==> src/coe_pkg.sv <==
// Package with payload types and decode constants for the opcode 0x00-0x2F executor.
package coe_pkg;

    // One instruction to execute, with its immediates and the memory byte it may load.
    typedef struct packed {
        logic [5:0] opcode;
        logic [7:0] imm_low;
        logic [7:0] imm_high;
        logic [7:0] read_data;
    } t_in_item;

    // Register file after the instruction, plus the memory write it causes.
    typedef struct packed {
        logic [15:0] next_pc;
        logic [7:0]  reg_a;
        logic [15:0] reg_bc;
        logic [15:0] reg_de;
        logic [15:0] reg_hl;
        logic [1:0]  write_kind;
        logic [15:0] write_address;
        logic [15:0] write_data;
    } t_out_item;

    // Memory write kinds.
    localparam logic [1:0] WK_NONE = 2'd0;
    localparam logic [1:0] WK_BYTE = 2'd1;
    localparam logic [1:0] WK_WORD = 2'd2;

    // Register pair selected by the upper opcode bits.
    localparam logic [1:0] PAIR_BC   = 2'd0;
    localparam logic [1:0] PAIR_DE   = 2'd1;
    localparam logic [1:0] PAIR_HL   = 2'd2;
    localparam logic [1:0] PAIR_NONE = 2'd3;

    // Operation selected by the low opcode nibble.
    localparam logic [3:0] NIB_LD_D16  = 4'h1;
    localparam logic [3:0] NIB_ST_A    = 4'h2;
    localparam logic [3:0] NIB_INC16   = 4'h3;
    localparam logic [3:0] NIB_INC_HI  = 4'h4;
    localparam logic [3:0] NIB_DEC_HI  = 4'h5;
    localparam logic [3:0] NIB_LD_HI   = 4'h6;
    localparam logic [3:0] NIB_ROT_L   = 4'h7;
    localparam logic [3:0] NIB_ST_SP   = 4'h8;
    localparam logic [3:0] NIB_ADD_HL  = 4'h9;
    localparam logic [3:0] NIB_LD_A    = 4'hA;
    localparam logic [3:0] NIB_DEC16   = 4'hB;
    localparam logic [3:0] NIB_INC_LO  = 4'hC;
    localparam logic [3:0] NIB_DEC_LO  = 4'hD;
    localparam logic [3:0] NIB_LD_LO   = 4'hE;
    localparam logic [3:0] NIB_ROT_R   = 4'hF;

    // Instruction lengths in bytes.
    localparam logic [1:0] LEN_ONE   = 2'd1;
    localparam logic [1:0] LEN_TWO   = 2'd2;
    localparam logic [1:0] LEN_THREE = 2'd3;

endpackage

==> src/cpu_opcode_execute_00_2f_unit.sv <==
// Executor for CPU opcodes 0x00 to 0x2F with input and result registers.
// A result passes from the input register through the execute logic to the result register.
// Throughput: one instruction per cycle while the result is not stalled; PC, A, BC, DE and HL
// are updated together, so each instruction sees the state left by the one before.
// A stalled result holds the execute stage; the input register still takes one more item.
// Reset (synchronous, active low) clears PC, A, BC, DE, HL, the stack pointer and both valids.
module cpu_opcode_execute_00_2f_unit (
    input  logic               i_clk,
    input  logic               i_rst_n,
    input  logic               i_in_valid,
    output logic               o_in_ready,
    input  coe_pkg::t_in_item  i_in_data,
    output logic               o_out_valid,
    input  logic               i_out_ready,
    output coe_pkg::t_out_item o_out_data,
    input  logic               i_cfg_wr_en,
    input  logic [15:0]        i_cfg_wr_data
);

    // Input stage.
    logic              r_in_valid;
    coe_pkg::t_in_item r_in_data;

    // Architectural state.
    logic [15:0] r_sp;
    logic [15:0] r_pc;
    logic [7:0]  r_a;
    logic [15:0] r_bc;
    logic [15:0] r_de;
    logic [15:0] r_hl;

    // Result stage.
    logic               r_out_valid;
    coe_pkg::t_out_item r_out_data;

    // Execute stage next values.
    logic        exec_fire;
    logic [1:0]  pair_sel;
    logic [3:0]  nib;
    logic [15:0] p;
    logic [15:0] imm16;
    logic [15:0] n_p;
    logic [15:0] n_pc;
    logic [7:0]  n_a;
    logic [15:0] n_bc;
    logic [15:0] n_de;
    logic [15:0] n_hl;
    logic [1:0]  len;
    logic [1:0]  wkind;
    logic [15:0] waddr;
    logic [15:0] wdata;
    logic        add_hl;

    // Handshake: the execute stage moves when its result slot is free or being drained.
    assign exec_fire   = r_in_valid && (!r_out_valid || i_out_ready);
    assign o_in_ready  = !r_in_valid || exec_fire;
    assign o_out_valid = r_out_valid;
    assign o_out_data  = r_out_data;

    // Field decode.
    assign pair_sel = r_in_data.opcode[5:4];
    assign nib      = r_in_data.opcode[3:0];
    assign imm16    = {r_in_data.imm_high, r_in_data.imm_low};

    // Select the register pair the instruction works on.
    always_comb begin
        unique case (pair_sel)
            coe_pkg::PAIR_BC: p = r_bc;
            coe_pkg::PAIR_DE: p = r_de;
            coe_pkg::PAIR_HL: p = r_hl;
            default:          p = r_hl;
        endcase
    end

    // Execute one instruction against the current state.
    always_comb begin
        n_p    = p;
        n_a    = r_a;
        len    = coe_pkg::LEN_ONE;
        wkind  = coe_pkg::WK_NONE;
        waddr  = 16'h0000;
        wdata  = 16'h0000;
        add_hl = 1'b0;
        if (pair_sel != coe_pkg::PAIR_NONE) begin
            unique case (nib)
                coe_pkg::NIB_LD_D16: begin
                    n_p = imm16;
                    len = coe_pkg::LEN_THREE;
                end
                coe_pkg::NIB_ST_A: begin
                    wkind = coe_pkg::WK_BYTE;
                    waddr = p;
                    wdata = {8'h00, r_a};
                    if (pair_sel == coe_pkg::PAIR_HL) begin
                        n_p = p + 16'd1;
                    end
                end
                coe_pkg::NIB_INC16:  n_p = p + 16'd1;
                coe_pkg::NIB_INC_HI: n_p = {p[15:8] + 8'd1, p[7:0]};
                coe_pkg::NIB_DEC_HI: n_p = {p[15:8] - 8'd1, p[7:0]};
                coe_pkg::NIB_LD_HI: begin
                    n_p = {r_in_data.imm_low, p[7:0]};
                    len = coe_pkg::LEN_TWO;
                end
                coe_pkg::NIB_ROT_L: begin
                    if (pair_sel == coe_pkg::PAIR_BC) begin
                        n_a = {r_a[6:0], r_a[7]};
                    end
                end
                coe_pkg::NIB_ST_SP: begin
                    if (pair_sel == coe_pkg::PAIR_BC) begin
                        wkind = coe_pkg::WK_WORD;
                        waddr = imm16;
                        wdata = r_sp;
                        len   = coe_pkg::LEN_THREE;
                    end
                end
                coe_pkg::NIB_ADD_HL: add_hl = 1'b1;
                coe_pkg::NIB_LD_A: begin
                    n_a = r_in_data.read_data;
                    if (pair_sel == coe_pkg::PAIR_HL) begin
                        n_p = p + 16'd1;
                    end
                end
                coe_pkg::NIB_DEC16:  n_p = p - 16'd1;
                coe_pkg::NIB_INC_LO: n_p = {p[15:8], p[7:0] + 8'd1};
                coe_pkg::NIB_DEC_LO: n_p = {p[15:8], p[7:0] - 8'd1};
                coe_pkg::NIB_LD_LO: begin
                    n_p = {p[15:8], r_in_data.imm_low};
                    len = coe_pkg::LEN_TWO;
                end
                coe_pkg::NIB_ROT_R: begin
                    if (pair_sel == coe_pkg::PAIR_BC) begin
                        n_a = {r_a[0], r_a[7:1]};
                    end else if (pair_sel == coe_pkg::PAIR_HL) begin
                        n_a = ~r_a;
                    end
                end
                default: n_p = p;
            endcase
        end
    end

    // Write the pair back; ADD HL then overrides HL (this also covers ADD HL,HL).
    always_comb begin
        n_bc = r_bc;
        n_de = r_de;
        n_hl = r_hl;
        if (pair_sel == coe_pkg::PAIR_BC) begin
            n_bc = n_p;
        end else if (pair_sel == coe_pkg::PAIR_DE) begin
            n_de = n_p;
        end else if (pair_sel == coe_pkg::PAIR_HL) begin
            n_hl = n_p;
        end
        if (add_hl) begin
            n_hl = r_hl + p;
        end
        n_pc = r_pc + {14'd0, len};
    end

    // Input register.
    always_ff @(posedge i_clk) begin
        if (!i_rst_n) begin
            r_in_valid <= 1'b0;
        end else if (o_in_ready) begin
            r_in_valid <= i_in_valid;
        end
        if (o_in_ready && i_in_valid) begin
            r_in_data <= i_in_data;
        end
    end

    // Stack pointer configuration.
    always_ff @(posedge i_clk) begin
        if (!i_rst_n) begin
            r_sp <= 16'h0000;
        end else if (i_cfg_wr_en) begin
            r_sp <= i_cfg_wr_data;
        end
    end

    // Architectural state update.
    always_ff @(posedge i_clk) begin
        if (!i_rst_n) begin
            r_pc <= 16'h0000;
            r_a  <= 8'h00;
            r_bc <= 16'h0000;
            r_de <= 16'h0000;
            r_hl <= 16'h0000;
        end else if (exec_fire) begin
            r_pc <= n_pc;
            r_a  <= n_a;
            r_bc <= n_bc;
            r_de <= n_de;
            r_hl <= n_hl;
        end
    end

    // Result register.
    always_ff @(posedge i_clk) begin
        if (!i_rst_n) begin
            r_out_valid <= 1'b0;
        end else if (exec_fire) begin
            r_out_valid <= 1'b1;
        end else if (i_out_ready) begin
            r_out_valid <= 1'b0;
        end
        if (exec_fire) begin
            r_out_data.next_pc       <= n_pc;
            r_out_data.reg_a         <= n_a;
            r_out_data.reg_bc        <= n_bc;
            r_out_data.reg_de        <= n_de;
            r_out_data.reg_hl        <= n_hl;
            r_out_data.write_kind    <= wkind;
            r_out_data.write_address <= waddr;
            r_out_data.write_data    <= wdata;
        end
    end

endmodule

==> config.mk <==
export PLATFORM = sky130hd
export DESIGN_NAME = cpu_opcode_execute_00_2f_unit
export DESIGN_NICKNAME = d
export VERILOG_FILES = /design/src/coe_pkg.sv /design/src/cpu_opcode_execute_00_2f_unit.sv
export SDC_FILE = /design/constraint.sdc
export NUM_CORES = 1
export LEC_CHECK = 0
export BUFFER_PORTS_ARGS = -buffer_cell sky130_fd_sc_hd__buf_4
export CAP_MARGIN = 20
export CORE_ASPECT_RATIO = 1.5
export CORE_MARGIN = 2
export CORE_UTILIZATION = 48
export CTS_BUF_LIST = sky130_fd_sc_hd__clkbuf_8 sky130_fd_sc_hd__clkbuf_16
export DETAILED_ROUTE_END_ITERATION = 8
export PLACE_DENSITY_LB_ADDON = 0.08
export SYNTH_ARGS = -nofsm -noshare
export SYNTH_HDL_FRONTEND = slang
export SYNTH_SLANG_ARGS = --single-unit
==> constraint.sdc <==
create_clock -name i_clk -period 6.31 [get_ports i_clk]
set_input_delay 0.631 -clock i_clk [delete_from_list [all_inputs] [get_ports i_clk]]
set_output_delay 0.631 -clock i_clk [all_outputs]
set_load 0.03 [all_outputs]
==> run metrics, run 1 <==
status finished clean; leading post-synthesis cells by cell area edfxtp_1, dfxtp_1, nand2_1; Worst path slowest cell edfxtp_1; vias in the first global route 10,100; fin nets 1,480; Diodes inserted 0; DR iter-0 viols 851; worst-margin pin slew 1.10 ns; skew final 0.0118 ns; reg2reg path depth 13; maximum level of the CTS H-tree 1; via count 10,600; data required time at the worst endpoint 6.72 ns; row count 71; DR vias/cell 6.05; Primary FF master, synth edfxtp_1; RR Endpoint r_hl[12]$_SDFFE_PN0P_; CP cell instances buf_4 -> mux2i_1 -> o21ai_2 -> inv_1 -> ha_1 -> o211ai_1 -> nor4_1 -> nand4_1 -> xnor2_1 -> o221ai_1 -> a21oi_1 -> o221ai_1 -> o21ba_1; first-pass GRT wire length 57,100 um; post-synthesis sequential area ratio 48.1%; Fmax 0.208 GHz; Setup TNS Final 0 ns; largest delay contributor family on the critical path compound AO/OA/AOI/OAI gates; flop2flop setup slack 1.51 ns; GRT Total Usage 27.5%; CP endpoint kind register; dpl hpwl 26,700 um; die area 26,800 sq um; Port Buffers 158; Avg WL per Cell 21.5 um; Die Span Y 199 um; root buffer cell clkbuf_16; EDFF count, synth 136; Rel. slew slack 26.1%; Lkg Pwr 5.49 nW; count leader, synth nand2_1; CP endpoint r_hl[12]$_SDFFE_PN0P_; Syn Std Cell Area 12,200 sq um; Core Area 25,100 sq um; Setup Fix Bufs, Post-CTS 0; worst slack, placed 1.64 ns; Die W 134 um; share of layout cells above drive strength 1 17.5%; share of Yosys cell area claimed by the top area cell type 33.4%; DRC viols 0; CTS tree yes; hold buffers post-CTS 0; RSZ-0062 raised after global routing no; final period utilization 76.0%; Synth Instances 1,279; cell count along the critical path 13; Cell variety after synth 85; later-pin clock latency in the skew report 0.51 ns; Area Overhead vs Synth 17.6%; crit path from pair_sel[0]$_DFFE_PP_; initial core utilization 48.8%; Sink Count 226; initial antenna violation count 0; Worst Hold Class input pin to register; routed wire length 37,400 um; Synth area leader edfxtp_1; Final Hold Viols 0; Worst setup SP type register; # setup viols final 0; Slew Limit Fails 0; Pwr per Cell Area 245 nW/um^2; CP Buf/Inv Count 2; TritonCTS buffer count 22; FF-to-FF Start pair_sel[0]$_DFFE_PP_; syn_nets 1,360; grt total ovfl 0; Clock Pin Slew Worst Setup and Hold Paths 0.07 ns; RePlAce Congestion 1.02; slowest stage delay, CP 0.89 ns; Post-synth top cells nand2_1, edfxtp_1, nor2_1, dfxtp_1, a21oi_1; clock tree buffer depth 3; IO Pins 159; Final Critical Period 4.80 ns; drt first pass iters 7; most used cell, CP o221ai_1; Avg Cell Area, Syn 9.56 sq um; CP arrival 5.21 ns; Yosys reg bits 226; largest net degree at the start of global routing 102; synth warn 0; kind of critical path register to register; CP max FO 23; Max Cap Viol 0; Antenna Violating Nets Remaining 0; slack of the critical path 1.51 ns; asr flop ratio synth 0%; # resized after CTS 0; worst vdd ir 0.264 mV
[metrics by stage]
stage                     instance area, sq um  power, mW  util, %  cells  hold WS [ns]
after detailed placement                 13700       2.23     54.5   1703         0.459
final                                    14400       3.52     57.4   1743         0.289
after global placement                   13700       2.23     54.5   1703         0.447
after CTS                                14400       3.54     57.4   1743         0.268
after global routing                     14400       3.63     57.4   1743         0.275
after floorplan                          12200       2.04        -   1279         0.441
[placed cells by master, fill, tap and decap left out, types with 8 or more instances in the layout]
| master | netlist | final |
|---|---|---|
| edfxtp_1 | 136 | 136 |
| a21o_1 | 13 | 13 |
| o21ai_0 | 64 | 64 |
| and3_1 | 12 | 12 |
| ha_1 | 26 | 26 |
| nand3_1 | 21 | 21 |
| o221ai_1 | 13 | 13 |
| inv_1 | 23 | 29 |
| inv_2 | 7 | 8 |
| dfxtp_1 | 90 | 90 |
| mux2i_1 | 39 | 39 |
| o21ai_1 | 35 | 35 |
| or3_1 | 12 | 12 |
| a211oi_1 | 22 | 22 |
| a21oi_1 | 74 | 74 |
| buf_4 | 1 | 178 |
| nand2_1 | 150 | 150 |
| a22oi_1 | 37 | 37 |
| xor2_1 | 31 | 31 |
| a31oi_1 | 16 | 16 |
| nor3_1 | 26 | 25 |
| xnor2_1 | 31 | 31 |
| a221oi_1 | 16 | 16 |
| clkbuf_16 | 0 | 23 |
| nand2b_1 | 17 | 17 |
| and2_1 | 13 | 13 |
| nor2b_1 | 13 | 13 |
| nor2_1 | 133 | 133 |
[worst reg2reg max path, delay by kind of cell, from the launching register on]
kind | cells | cell delay [ns]
AOI/OAI and AO/OA | 6 | 1.69
muxes | 1 | 0.27
DFF | 1 | 0.89
and+or+nand+nor | 2 | 0.87
adders and majority gates | 1 | 0.22
buffers and inverters | 2 | 0.57
xor gates and xnor gates | 1 | 0.19
[cell families after synthesis]
family          synth area share [%]
simple gates                    16.5
flops                           48.1
buf+inv                         3.67
compound gates                  20.2
fa+ha+maj                       3.48
mux                             3.58
xor+xnor                        4.44
[power breakdown]
part,total [mW],switching [mW],internal [mW],leakage [nW]
Clock,1.31,0.549,0.765,0.384
Combinational,0.527,0.349,0.177,3.10
Sequential,1.68,0.0468,1.63,2.01
[flip-flops by register name, summed over array words and instances, names as in the netlist]
| name | flops |
|---|---|
| r_in_data | 8 |
| r_de | 16 |
| r_hl | 16 |
| o_out_data | 106 |
| o_out_valid | 1 |
| r_a | 8 |
| r_pc | 16 |
| r_in_valid | 1 |
| pair_sel | 2 |
| imm16 | 16 |
| r_bc | 16 |
| r_sp | 16 |
| nib | 4 |
[area by class of cell]
type / instances / area, sq um
clock buffer: 25 / 603
multi-input combinational: 941 / 5910
sequential: 226 / 5890
fill: 2316 / 10700
timing repair buffer: 178 / 1340
inverter: 30 / 118
clock inverter: 15 / 120
tap: 328 / 410
[metal layers]
| layer | up-vias | track usage [%] | routed length [um] |
|---|---|---|---|
| met1 | 5052 | 32.6 | 14300 |
| li1 | 4951 | - | - |
| met2 | 423 | 48.0 | 18600 |
| met4 | 0 | 15.4 | 2220 |
| met5 | - | 0 | 0 |
| met3 | 126 | 3.45 | 2260 |
[worst min-delay path by stage]
stage                         start                      to  slack [ns]  cells past startpoint
4_1_cts                i_in_data[4]  r_in_data[4]$_DFFE_PP_        0.27                      1
5_1_grt                i_in_data[7]  r_in_data[7]$_DFFE_PP_        0.28                      1
2_1_floorplan  r_pc[0]$_SDFFE_PN0P_    r_pc[0]$_SDFFE_PN0P_        0.44                      2
6_report               i_in_data[4]  r_in_data[4]$_DFFE_PP_        0.29                      1
3_5_place_dp   r_pc[0]$_SDFFE_PN0P_    r_pc[0]$_SDFFE_PN0P_        0.46                      2
3_3_place_gp   r_pc[0]$_SDFFE_PN0P_    r_pc[0]$_SDFFE_PN0P_        0.45                      2
Note: power is estimated with default switching activity, not from simulation.
==> inputs of run 2 (changes only) <==
ABC_AREA = 1   (was not set)
clock period = 4.6 ns   (was 6.31 ns; I/O delays follow)
==> run 2 against run 1 <==
- clock-buffer cell count stayed put
- area after synthesis increased by 4.0%
- non-clock buffer count fell by 5
- synthesized cell count increased by 23%
- sequential power grew 41%
- global-route usage is 0.63 points higher
- die area grew 3.9%
- worst setup slack lost 0.80 ns
- clock skew rose by 0.018 ns
- cell area is 3.5% higher
- maximum frequency increased by 23%
- critical path depth increased by 8
- critical endpoint is now r_pc[15]$_SDFFE_PN0P_
==> run metrics, run 2 <==
initial core utilization 48.4%; # resized after CTS 0; asr flop ratio synth 0%; row count 73; highest-count cells in the layout ignoring fill and taps nand2_1, inv_1, nor2_1, buf_4, edfxtp_1; Die Span Y 203 um; hold depth 1; first-pass GRT wire length 59,800 um; cell area after layout 14,900 sq um; data required time at the worst endpoint 5.04 ns; Comb pwr share 19.0%; Fmax 0.257 GHz; clock power share 35.8%; CTS tree yes; DR iter-0 viols 834; post-synthesis sequential area ratio 46.3%; CP arrival 4.33 ns; Port Buffers 158; DR vias/cell 5.49; dpl hpwl 28,800 um; Final Critical Period 3.89 ns; Avg Cell Area, Syn 8.11 sq um; IO Pins 159; hold path startpoint i_in_data[21]; share of Yosys cell area claimed by the top area cell type 32.1%; Fillers 2,464; TritonCTS buffer count 23; slack of the critical path 0.708 ns; count leader, synth nand2_1; RR Endpoint r_pc[15]$_SDFFE_PN0P_; hold buffers post-CTS 0; root buffer cell clkbuf_16; Worst setup SP type register; hold slack final 0.0742 ns; Net Sw Frac 30.2%; Max Cap Viol 0; Diodes inserted 0; Sink Count 226; EDFF count, synth 136; Avg WL per Cell 19.0 um; largest net degree at the start of global routing 67; kind of critical path register to register; Clock Pin Slew Worst Setup and Hold Paths 0.06 ns; P_sw 1.59 mW; Yosys reg bits 226; Syn Std Cell Area 12,700 sq um; Area Overhead vs Synth 17.0%; drt first pass iters 6; Seq pwr share 45.2%; leading post-synthesis cells by cell area edfxtp_1, dfxtp_1, nand2_1; post-route insts no fill 2,058; Synth Instances 1,569; Rel. slew slack 50.1%; reg2reg path depth 21; Core Area 26,300 sq um; Worst Hold Class input pin to register; Pint 3.66 mW; initial antenna violation count 0; routed wire length 39,100 um; via count 11,300; RePlAce Congestion 0.979; clock tree buffer depth 3; Slew Limit Fails 0; FF-to-FF Start nib[3]$_DFFE_PP_; Lkg Pwr 6.82 nW; GRT Total Usage 28.1%; skew final 0.0298 ns; Largest register FFs 106; Setup TNS Final 0 ns; Cell variety after synth 55; vias in the first global route 10,800; synth warn 0; grt total ovfl 0; DRC viols 0; Antenna Violating Nets Remaining 0; maximum level of the CTS H-tree 1; Die W 137 um; # setup viols final 0; worst-margin pin slew 0.748 ns; flop2flop setup slack 0.71 ns; status finished clean; Hold Path Sink imm16[5]$_DFFE_PP_; worst slack, placed 0.695 ns; share of layout cells above drive strength 1 18.4%; worst vdd ir 0.283 mV; commonest non-fill, non-tap cell in the layout nand2_1; fin nets 1,785; Primary FF master, synth edfxtp_1; Placed Area 14,100 sq um; Pwr per Cell Area 353 nW/um^2; CP max FO 9; die area 27,800 sq um; CP endpoint kind register; post-layout util 56.6%; # placed instances 2,016; later-pin clock latency in the skew report 0.56 ns; RSZ-0062 raised after global routing no; syn_nets 1,650; Synth area leader edfxtp_1; final period utilization 84.6%; Setup Fix Bufs, Post-CTS 0; Final Hold Viols 0; Post-synth top cells nand2_1, inv_1, nor2_1, edfxtp_1, o21ai_0; Final Power 5.25 mW
==> run 2: critical path, cell delays in order (launching register included) <==
cell      delay (ns)
edfxtp_1        0.44
inv_1           0.08
nor2_1          0.05
inv_1           0.12
nor3_1          0.06
nand2_1         0.30
clkinv_1        0.15
o31ai_1         0.56
inv_1           0.10
ha_1            0.29
a21oi_1         0.06
nor2_1          0.15
nand3_1         0.14
nor3_1          0.28
nand2_1         0.09
nor2_1          0.19
nand2_1         0.08
nor2_1          0.17
nand4_1         0.13
xnor2_1         0.16
o21ai_0         0.14
inv_1           0.05
==> run 2: worst max path at each step <==
stage	startpoint	to	slack, ns	cells after the start
2_1_floorplan	pair_sel[0]$_DFFE_PP_	r_pc[15]$_SDFFE_PN0P_	1.23	20
3_3_place_gp	nib[3]$_DFFE_PP_	r_pc[15]$_SDFFE_PN0P_	0.71	21
3_5_place_dp	nib[3]$_DFFE_PP_	r_pc[15]$_SDFFE_PN0P_	0.69	21
4_1_cts	nib[3]$_DFFE_PP_	r_pc[15]$_SDFFE_PN0P_	0.61	21
5_1_grt	nib[3]$_DFFE_PP_	r_pc[15]$_SDFFE_PN0P_	0.20	21
6_report	nib[3]$_DFFE_PP_	r_pc[15]$_SDFFE_PN0P_	0.71	21
==> run 2: cell families after synthesis <==
family                     synth area share, %
and+or+nand+nor                           23.7
AOI/OAI and AO/OA                         15.9
buffers and inverters                     9.04
DFF                                       46.3
adders and majority gates                 3.19
xor gates and xnor gates                  1.84
==> run 2: per-layer routing <==
metal	share of wire, %	up-vias	track usage (%)
met5	0	-	0
met4	4.8	0	13.3
met3	5.3	98	2.68
met2	50	432	49.0
met1	40	5251	34.6
li1	-	5520	-
==> run 2: layout make-up <==
type / count / area (sq um) / area share (%)
inverter: 215 / 816 / 5.48
clock inverter: 17 / 149 / 1.00
timing repair buffer: 173 / 1320 / 8.89
sequential: 226 / 5890 / 39.5
clock buffer: 25 / 603 / 4.05
multi-input combinational: 1065 / 5690 / 38.2
tap: 337 / 422 / 2.83
==> run 2: power groups by stage <==
stage	Combinational [mW]	Clock (mW)	Sequential, mW
CTS	0.994	1.92	2.37
global placement	0.983	0	2.41
floorplan	0.579	0	2.49
finish	0.997	1.88	2.37
detailed placement	0.989	0	2.42
global route	1.09	1.98	2.38
